[src/hw/rtl/u8sd_pkg.sv]
// ----------------------------------------------------------------------------
// UTF-8 stream decoder package
// Widths, lead byte ranges and the record passed between decoder modules.
// ----------------------------------------------------------------------------
package u8sd_pkg;

	localparam int BYTE_W = 8;
	localparam int CP_W   = 21;
	localparam int PEND_W = 2;

	localparam logic [BYTE_W-1:0] ASCII_LO = 8'h00;
	localparam logic [BYTE_W-1:0] ASCII_HI = 8'h7F;
	localparam logic [BYTE_W-1:0] LEAD2_LO = 8'hC0;
	localparam logic [BYTE_W-1:0] LEAD2_HI = 8'hDF;
	localparam logic [BYTE_W-1:0] LEAD3_LO = 8'hE0;
	localparam logic [BYTE_W-1:0] LEAD3_HI = 8'hEF;
	localparam logic [BYTE_W-1:0] LEAD4_LO = 8'hF0;
	localparam logic [BYTE_W-1:0] LEAD4_HI = 8'hF7;

	localparam logic [PEND_W-1:0] PEND_NONE = 2'd0;
	localparam logic [PEND_W-1:0] PEND_ONE  = 2'd1;
	localparam logic [PEND_W-1:0] PEND_TWO  = 2'd2;
	localparam logic [PEND_W-1:0] PEND_THREE = 2'd3;

	typedef struct packed {
		logic [PEND_W-1:0] pending;
		logic [CP_W-1:0]   partial;
	} dec_state_t;

	typedef struct packed {
		logic            valid;
		logic [CP_W-1:0] code_point;
		logic            bad_lead;
	} dec_result_t;

endpackage

[src/hw/rtl/utf8_stream_decoder_top.sv]
// ----------------------------------------------------------------------------
// UTF-8 stream decoder
// Decodes a byte stream into code points, flagging unrecognised lead bytes.
// ----------------------------------------------------------------------------
//  Channel      Handshake                Payload
//  byte input   byte_valid / byte_stall  in_byte
//  code output  cp_valid / cp_stall      code_point, bad_lead
//
// One byte is taken every cycle unless byte_stall holds it; the byte that
// completes a result passes through the input register and the result register.
// The decoder state updates as a byte leaves the input register.
// Reset clears the sequence state and both valid flags.
// A stall on the output stalls the input only when the byte held next would
// produce a result while the result register is still occupied.
module utf8_stream_decoder_top import u8sd_pkg::*; (
	input  logic              clk,
	input  logic              arst_n,
	input  logic              byte_valid,
	output logic              byte_stall,
	input  logic [BYTE_W-1:0] in_byte,
	output logic              cp_valid,
	input  logic              cp_stall,
	output logic [CP_W-1:0]   code_point,
	output logic              bad_lead
);

	logic              valid_s1;
	logic [BYTE_W-1:0] byte_s1;
	dec_state_t        state_q;
	dec_state_t        state_nxt;
	dec_result_t       res;
	logic              out_valid_q;
	logic [CP_W-1:0]   cp_q;
	logic              bad_q;
	logic              out_free;
	logic              advance;

	u8sd_decode u_decode (
		.in_byte (byte_s1),
		.cur     (state_q),
		.nxt     (state_nxt),
		.res     (res)
	);

	assign out_free   = !out_valid_q || !cp_stall;
	assign advance    = valid_s1 && (!res.valid || out_free);
	assign byte_stall = valid_s1 && !advance;

	always_ff @(posedge clk or negedge arst_n) begin
		if (!arst_n) begin
			valid_s1 <= 1'b0;
		end else if (!byte_stall) begin
			valid_s1 <= byte_valid;
		end
	end

	always_ff @(posedge clk) begin
		if (!byte_stall && byte_valid) begin
			byte_s1 <= in_byte;
		end
	end

	always_ff @(posedge clk or negedge arst_n) begin
		if (!arst_n) begin
			state_q <= '0;
		end else if (advance) begin
			state_q <= state_nxt;
		end
	end

	always_ff @(posedge clk or negedge arst_n) begin
		if (!arst_n) begin
			out_valid_q <= 1'b0;
		end else if (out_free) begin
			out_valid_q <= advance && res.valid;
		end
	end

	always_ff @(posedge clk) begin
		if (out_free && advance && res.valid) begin
			cp_q  <= res.code_point;
			bad_q <= res.bad_lead;
		end
	end

	assign cp_valid   = out_valid_q;
	assign code_point = cp_q;
	assign bad_lead   = bad_q;

endmodule

[src/hw/rtl/u8sd_decode.sv]
// ----------------------------------------------------------------------------
// UTF-8 decode step
// Combinational next-state and result logic for one byte of the stream.
// ----------------------------------------------------------------------------
module u8sd_decode import u8sd_pkg::*; (
	input  logic [BYTE_W-1:0] in_byte,
	input  dec_state_t        cur,
	output dec_state_t        nxt,
	output dec_result_t       res
);

	logic [CP_W-1:0]   acc;
	logic [PEND_W-1:0] pend_dec;

	assign acc      = {cur.partial[CP_W-7:0], in_byte[5:0]};
	assign pend_dec = cur.pending - PEND_ONE;

	always_comb begin
		nxt = cur;
		res = '0;
		if (cur.pending != PEND_NONE) begin
			nxt.pending = pend_dec;
			if (pend_dec == PEND_NONE) begin
				nxt.partial    = '0;
				res.valid      = 1'b1;
				res.code_point = acc;
			end else begin
				nxt.partial = acc;
			end
		end else begin
			case (in_byte) inside
				[ASCII_LO:ASCII_HI]: begin
					res.valid      = 1'b1;
					res.code_point = CP_W'(in_byte);
				end
				[LEAD2_LO:LEAD2_HI]: begin
					nxt.pending = PEND_ONE;
					nxt.partial = CP_W'(in_byte[4:0]);
				end
				[LEAD3_LO:LEAD3_HI]: begin
					nxt.pending = PEND_TWO;
					nxt.partial = CP_W'(in_byte[3:0]);
				end
				[LEAD4_LO:LEAD4_HI]: begin
					nxt.pending = PEND_THREE;
					nxt.partial = CP_W'(in_byte[2:0]);
				end
				default: begin
					nxt.partial  = '0;
					res.valid    = 1'b1;
					res.bad_lead = 1'b1;
				end
			endcase
		end
	end

endmodule

[config.mk]
export PLATFORM = sky130hd
export DESIGN_NAME = utf8_stream_decoder_top
export DESIGN_NICKNAME = d
export VERILOG_FILES = /design/src/hw/rtl/u8sd_pkg.sv /design/src/hw/rtl/utf8_stream_decoder_top.sv /design/src/hw/rtl/u8sd_decode.sv
export SDC_FILE = /design/constraint.sdc
export NUM_CORES = 1
export LEC_CHECK = 0
export BUFFER_PORTS_ARGS = -buffer_cell sky130_fd_sc_hd__buf_2
export CAP_MARGIN = 20
export CORE_UTILIZATION = 28
export CTS_CLUSTER_DIAMETER = 80
export CTS_CLUSTER_SIZE = 8
export DETAILED_ROUTE_END_ITERATION = 12
export GPL_TIMING_DRIVEN = 1
export PLACE_DENSITY = 0.51
export SLEW_MARGIN = 10
export SYNTH_ARGS = -nofsm -noshare
export SYNTH_HDL_FRONTEND = slang
export SYNTH_HIERARCHICAL = 1
export SYNTH_SLANG_ARGS = --single-unit
[constraint.sdc]
create_clock -name clk -period 4.55 [get_ports clk]
set_clock_uncertainty 0.15 [all_clocks]
set_input_delay 0.2275 -clock clk [delete_from_list [all_inputs] [get_ports clk]]
set_output_delay 0.2275 -clock clk [all_outputs]
set_load 0.02 [all_outputs]
==> flow_summary.toml, run 1 <==
[outcome]
run_status = "completed"

[clock_network]
cts-htree-levels = 2
cts-root-buf = "sky130_fd_sc_hd__clkbuf_8"
clkTransAtPathRegs_ps = 90
post-cts-setup-buffers = 0
clock_tree_from_tritoncts = "done"
clock_insertion_delay_worst_skew_ps = 300
cts-buffers-inserted = 5
clk_path_buf_depth = 2
tritoncts_num_sinks = 49

[die]
dieWidth_um = 96.0
start_util_pct = 29.5
dieHeight_um = 96.0
dieArea_um2 = 9210
ios = 36
core-area_um2 = 8380
std_cell_rows = 33

[grt]
wire_length_of_the_first_global_routing_pass_um = 8380
grt-ovfl-total = 0
grt_start_max_net_pins = 37
global_route.usage.total_pct = 12.2
number_of_antenna_violations_at_the_first_check_in_global_routing = 0
first_global_vias = 1609

[detailed_routing]
count_of_nets_left_with_antenna_violations_after_detail_routing = 0
detailedRoute.firstPassIterationCount = 4
post-route-drc-count = 0
dr_total_vias = 1678
viasPerCell = 4.89
routed_wire_length_per_instance_um = 15.3
detail_route.wirelength_um = 5240
drt_iter0_markers = 72

[power_and_ir_drop]
cellInternalPower_uw = 928
sw_frac_of_total_pct = 40.0
power_density_nw_per_um2 = 552
portion_of_total_power_attributed_to_combinational_logic_pct = 33.1
vdd_drop_max_v = 0.000224
clockPowerShare_pct = 15.8
sequential_group_share_of_total_power_pct = 51.1
power.switching_uw = 617
report.power.total_mw = 1.55
power.leakage_nw = 1.19

[critical_path]
crit_arrival_ps = 2540
regToRegSetupSlack_ps = 1690
critPathSlowestCell = "sky130_fd_sc_hd__dfrtp_1"
timing.critical_path.fanout_max = 20
cp.buffers_inverters = 4
timing.critical_path.to_type = "output port"
rr_endpoint = "code_point[8]"
worst_r2r_path_depth = 6
r2r-start = "state_q[22]"
startpoint_type = "register"
critical_path.most_common_cell = "sky130_fd_sc_hd__inv_1"
cp-startpoint = "state_q[22]"
crit_family = "buffers and inverters"
worst-setup-path-type = "reg2out"
worst_path_largest_cell_delay_ps = 590
critical_path.cell_chain = "inv_1 -> o21ai_2 -> inv_1 -> nand4_1 -> inv_1 -> buf_2"
required_ps = 4170

[worst_hold_path]
whs_path_depth = 3
hold_path_end = "cp_valid"
min_path_type = "in2reg"
min_from = "cp_stall"

[synthesis]
syn-num-nets = 220
yosys_warnings = 6
postSynthAreaPerCell_um2 = 11.9
netlist_instances = 208
summed_instance_area_of_the_synthesized_netlist_um2 = 2470

[placed_design]
dp_worst_setup_slack_ps = 1710
globalplace.congestion = 0.756
input_output_buffers = 35
hpwlAfterDp_um = 3420

[flow_run]
cap_viol_max_count = 0

[finish]
layout.core_utilization_pct = 33.4
finalNetCount = 249
mostFrequentLayoutCells = "sky130_fd_sc_hd__buf_2 (35), sky130_fd_sc_hd__edfxtp_1 (30), sky130_fd_sc_hd__nand2_1 (23), sky130_fd_sc_hd__nand4_1 (19), sky130_fd_sc_hd__dfrtp_1 (19)"
share_of_final_layout_standard_cells_stronger_than_drive_strength_1_pct = 27.7
antenna_cells = 0
areaGrowthSynthToFinish_pct = 13.3
final_common_cell = "sky130_fd_sc_hd__buf_2"

[sta]
timing.setup.tns_ps = 0
final.min_clock_period_ps = 2920
layout_setup_ws_ps = 1630
period_share_pct = 64.1
rsz0062_at_grt = "false"
setup_viol_count_final = 0
slew_worst_pin_ps = 1000
drv_slew = 0
finalHoldViolations = 0
slew_headroom_pct = 32.7
max_clock_freq_mhz = 343
## worst max-delay path by stage
stage / end / cells past startpoint
floorplan: bad_lead / 8
CTS: byte_stall / 6
finish: byte_stall / 6
detailed placement: code_point[1] / 6
global placement: code_point[0] / 6
global route: byte_stall / 6
## routing by layer
metal  vias up  part of all wire (%)  GRT usage [%]
met3         7                   3.5           2.61
li1        822                     -              -
met1       811                    49           16.7
met5         -                     0              0
met2        38                    45           19.0
met4         0                   1.8           4.10
## sequential cells by signal (all words and copies together), names as in the netlist
signal	flops
bad_lead	1
state_q	17
cp_valid	1
code_point	21
valid_s1	1
byte_s1	8
## final cells by class
cell class	instances	area [um^2]
clock buffers	7	76.3
fillers	856	5580
well taps	105	131
multi-input cells	129	908
repair buffers	46	283
flip-flops and latches	49	1380
inverters	6	22.5
clock inverters	1	3.75
## power groups by stage
| stage | Combinational, mW | Clock (mW) | Sequential (mW) |
|---|---|---|---|
| finish | 0.511 | 0.244 | 0.790 |
| CTS | 0.518 | 0.253 | 0.790 |
| detailed placement | 0.509 | 0 | 0.800 |
| global route | 0.563 | 0.267 | 0.813 |
| global placement | 0.506 | 0 | 0.798 |
| floorplan | 0.412 | 0 | 0.792 |
## worst reg2reg max path, delay by kind of cell (launching register included)
| family | cells | cell delay [ps] |
|---|---|---|
| buf+inv | 3 | 1290 |
| flops | 1 | 590 |
| compound gates | 2 | 310 |
| simple gates | 1 | 190 |
## timing repair
item,CTS,global route
endpoints found under the hold margin,28,0
gates resized for setup,0,0
endpoints found under the setup margin,0,0
hold buffers,10,0
## through the flow
| stage | area, um^2 | hold WS [ps] | instances |
|---|---|---|---|
| final | 2800 | 234 | 343 |
| after global routing | 2800 | 248 | 343 |
| after CTS | 2800 | 212 | 343 |
| after detailed placement | 2620 | 65.1 | 325 |
| after global placement | 2620 | 60.1 | 325 |
| after floorplan | 2470 | -218 | 208 |
(Power assumes the default switching activity.)
==> inputs of run 2 (changes only) <==
- ABC_AREA: not set -> 1
- PLACE_DENSITY: 0.51 -> 0.52
- clock period: 4.55 -> 3 ns (I/O delays scaled with it)
==> flow_summary.toml, run 2 <==
[critical_path]
worst-setup-path-type = "reg2out"
crit_arrival_ps = 2260
timing.critical_path.fanout_max = 20
rr_endpoint = "byte_s1[2]"
required_ps = 2700
timing.critical_path.to_type = "output port"
r2r-start = "state_q[22]"
regToRegSetupSlack_ps = 640
worst_r2r_path_depth = 6
cp-startpoint = "state_q[22]"
startpoint_type = "register"

[detailed_routing]
viasPerCell = 4.32
dr_total_vias = 1586
detail_route.wirelength_um = 4490
post-route-drc-count = 0
detailedRoute.firstPassIterationCount = 4
drt_iter0_markers = 106
routed_wire_length_per_instance_um = 12.2
count_of_nets_left_with_antenna_violations_after_detail_routing = 0

[finish]
max_reg_flops = 21
mostFrequentLayoutCells = "sky130_fd_sc_hd__nand2_1 (59), sky130_fd_sc_hd__buf_2 (35), sky130_fd_sc_hd__edfxtp_1 (30), sky130_fd_sc_hd__nand3_1 (23), sky130_fd_sc_hd__inv_1 (21)"
areaGrowthSynthToFinish_pct = 19.0
final_common_cell = "sky130_fd_sc_hd__nand2_1"
number_of_fill_cells = 790
share_of_final_layout_standard_cells_stronger_than_drive_strength_1_pct = 22.3
finalNetCount = 276
stdcell_area_um2 = 2670
layout.core_utilization_pct = 34.6
antenna_cells = 0

[sta]
drv_slew = 0
slew_headroom_pct = 55.8
hold_ws_ps = 187
period_share_pct = 85.3
finalHoldViolations = 0
rsz0062_at_grt = "false"
setup_viol_count_final = 0
slew_worst_pin_ps = 663
timing.setup.tns_ps = 0
final.min_clock_period_ps = 2560
max_clock_freq_mhz = 391

[die]
dieArea_um2 = 8390
ios = 36
dieWidth_um = 91.6
dieHeight_um = 91.6
start_util_pct = 29.1
core-area_um2 = 7730
std_cell_rows = 32

[grt]
grt-ovfl-total = 0
first_global_vias = 1558
grtUsageMet3_pct = 2.51
wire_length_of_the_first_global_routing_pass_um = 7620
grt_use_met2_pct = 19.0
grt.busiest_layer = "met2"
number_of_antenna_violations_at_the_first_check_in_global_routing = 0
grt_start_max_net_pins = 21
use_met1_pct = 15.7
global_route.usage.total_pct = 11.8

[synthesis]
syn-num-nets = 234
netlist_instances = 222
postSynthAreaPerCell_um2 = 10.1
yosys_warnings = 6
summed_instance_area_of_the_synthesized_netlist_um2 = 2250

[power_and_ir_drop]
portion_of_total_power_attributed_to_combinational_logic_pct = 29.1
cellInternalPower_mw = 1.19
sw_frac_of_total_pct = 35.7
vdd_drop_max_v = 0.000258
clockPowerShare_pct = 20.1
sequential_group_share_of_total_power_pct = 50.9
power_density_nw_per_um2 = 692
power.switching_uw = 661
power.leakage_nw = 1.15

[placed_design]
input_output_buffers = 35
placement.cell_area_um2 = 2480
globalplace.congestion = 0.876
hpwlAfterDp_um = 3170

[clock_network]
clock_tree_from_tritoncts = "done"
clkTransAtPathRegs_ps = 90
clock_insertion_delay_worst_skew_ps = 300
post-cts-setup-buffers = 0
clk_path_buf_depth = 2
cts-buffers-inserted = 5
cts-htree-levels = 2
tritoncts_num_sinks = 49
cts-root-buf = "sky130_fd_sc_hd__clkbuf_8"

[flow_run]
cap_viol_max_count = 0

[worst_hold_path]
min_path_type = "in2async"

[outcome]
run_status = "completed"
## run 2: layout make-up
type | count | area, um^2 | share of cell area, %
clock inverters | 3 | 17.5 | 0.655
multi-input cells | 133 | 672 | 25.1
well taps | 102 | 128 | 4.77
flip-flops and latches | 49 | 1380 | 51.5
inverters | 25 | 96.3 | 3.60
repair buffers | 50 | 315 | 11.8
clock buffers | 5 | 68.8 | 2.57
## run 2: worst max path at each step
| stage | to | slack, ps | depth (start not counted) |
|---|---|---|---|
| after detailed placement | byte_s1[2] | 640 | 6 |
| after CTS | byte_stall | 430 | 6 |
| after global placement | byte_s1[0] | 720 | 6 |
| after floorplan | byte_s1[0] | 740 | 8 |
| after global routing | byte_stall | 210 | 6 |
| final | byte_stall | 440 | 6 |
## run 2: power groups by stage
stage / combinational, mW / clock (mW) / sequential [mW]
global route: 0.599 / 0.415 / 0.961
detailed placement: 0.536 / 0 / 0.960
global placement: 0.529 / 0 / 0.959
floorplan: 0.318 / 0 / 1.03
CTS: 0.550 / 0.391 / 0.947
finish: 0.538 / 0.372 / 0.942
## run 2: metal layers
metal | routed length [um] | vias to the layer above
li1 | - | 822
met1 | 2160 | 724
met2 | 2120 | 38
met3 | 187 | 2
met4 | 27 | 0
met5 | 0 | -
## run 2: stage by stage
step | worst slack, ps | cells | total power [mW]
global route | 206 | 367 | 1.97
floorplan | 744 | 222 | 1.35
CTS | 430 | 367 | 1.89
finish | 442 | 367 | 1.85
global placement | 717 | 348 | 1.49
detailed placement | 640 | 348 | 1.50
## run 2: critical path, cell delays in order, from the launching register on
cell and delay, ps:
sky130_fd_sc_hd__dfrtp_1 490, sky130_fd_sc_hd__inv_4 230, sky130_fd_sc_hd__nand2_4 150, sky130_fd_sc_hd__o21ai_0 400, sky130_fd_sc_hd__nand3_4 310, sky130_fd_sc_hd__nor2_1 200, sky130_fd_sc_hd__buf_2 190
## run 2: timing repair
item / in CTS / in global routing
resized for setup: 0 / 0
hold buffers: 11 / 0
hold endpoints to repair: 29 / 0
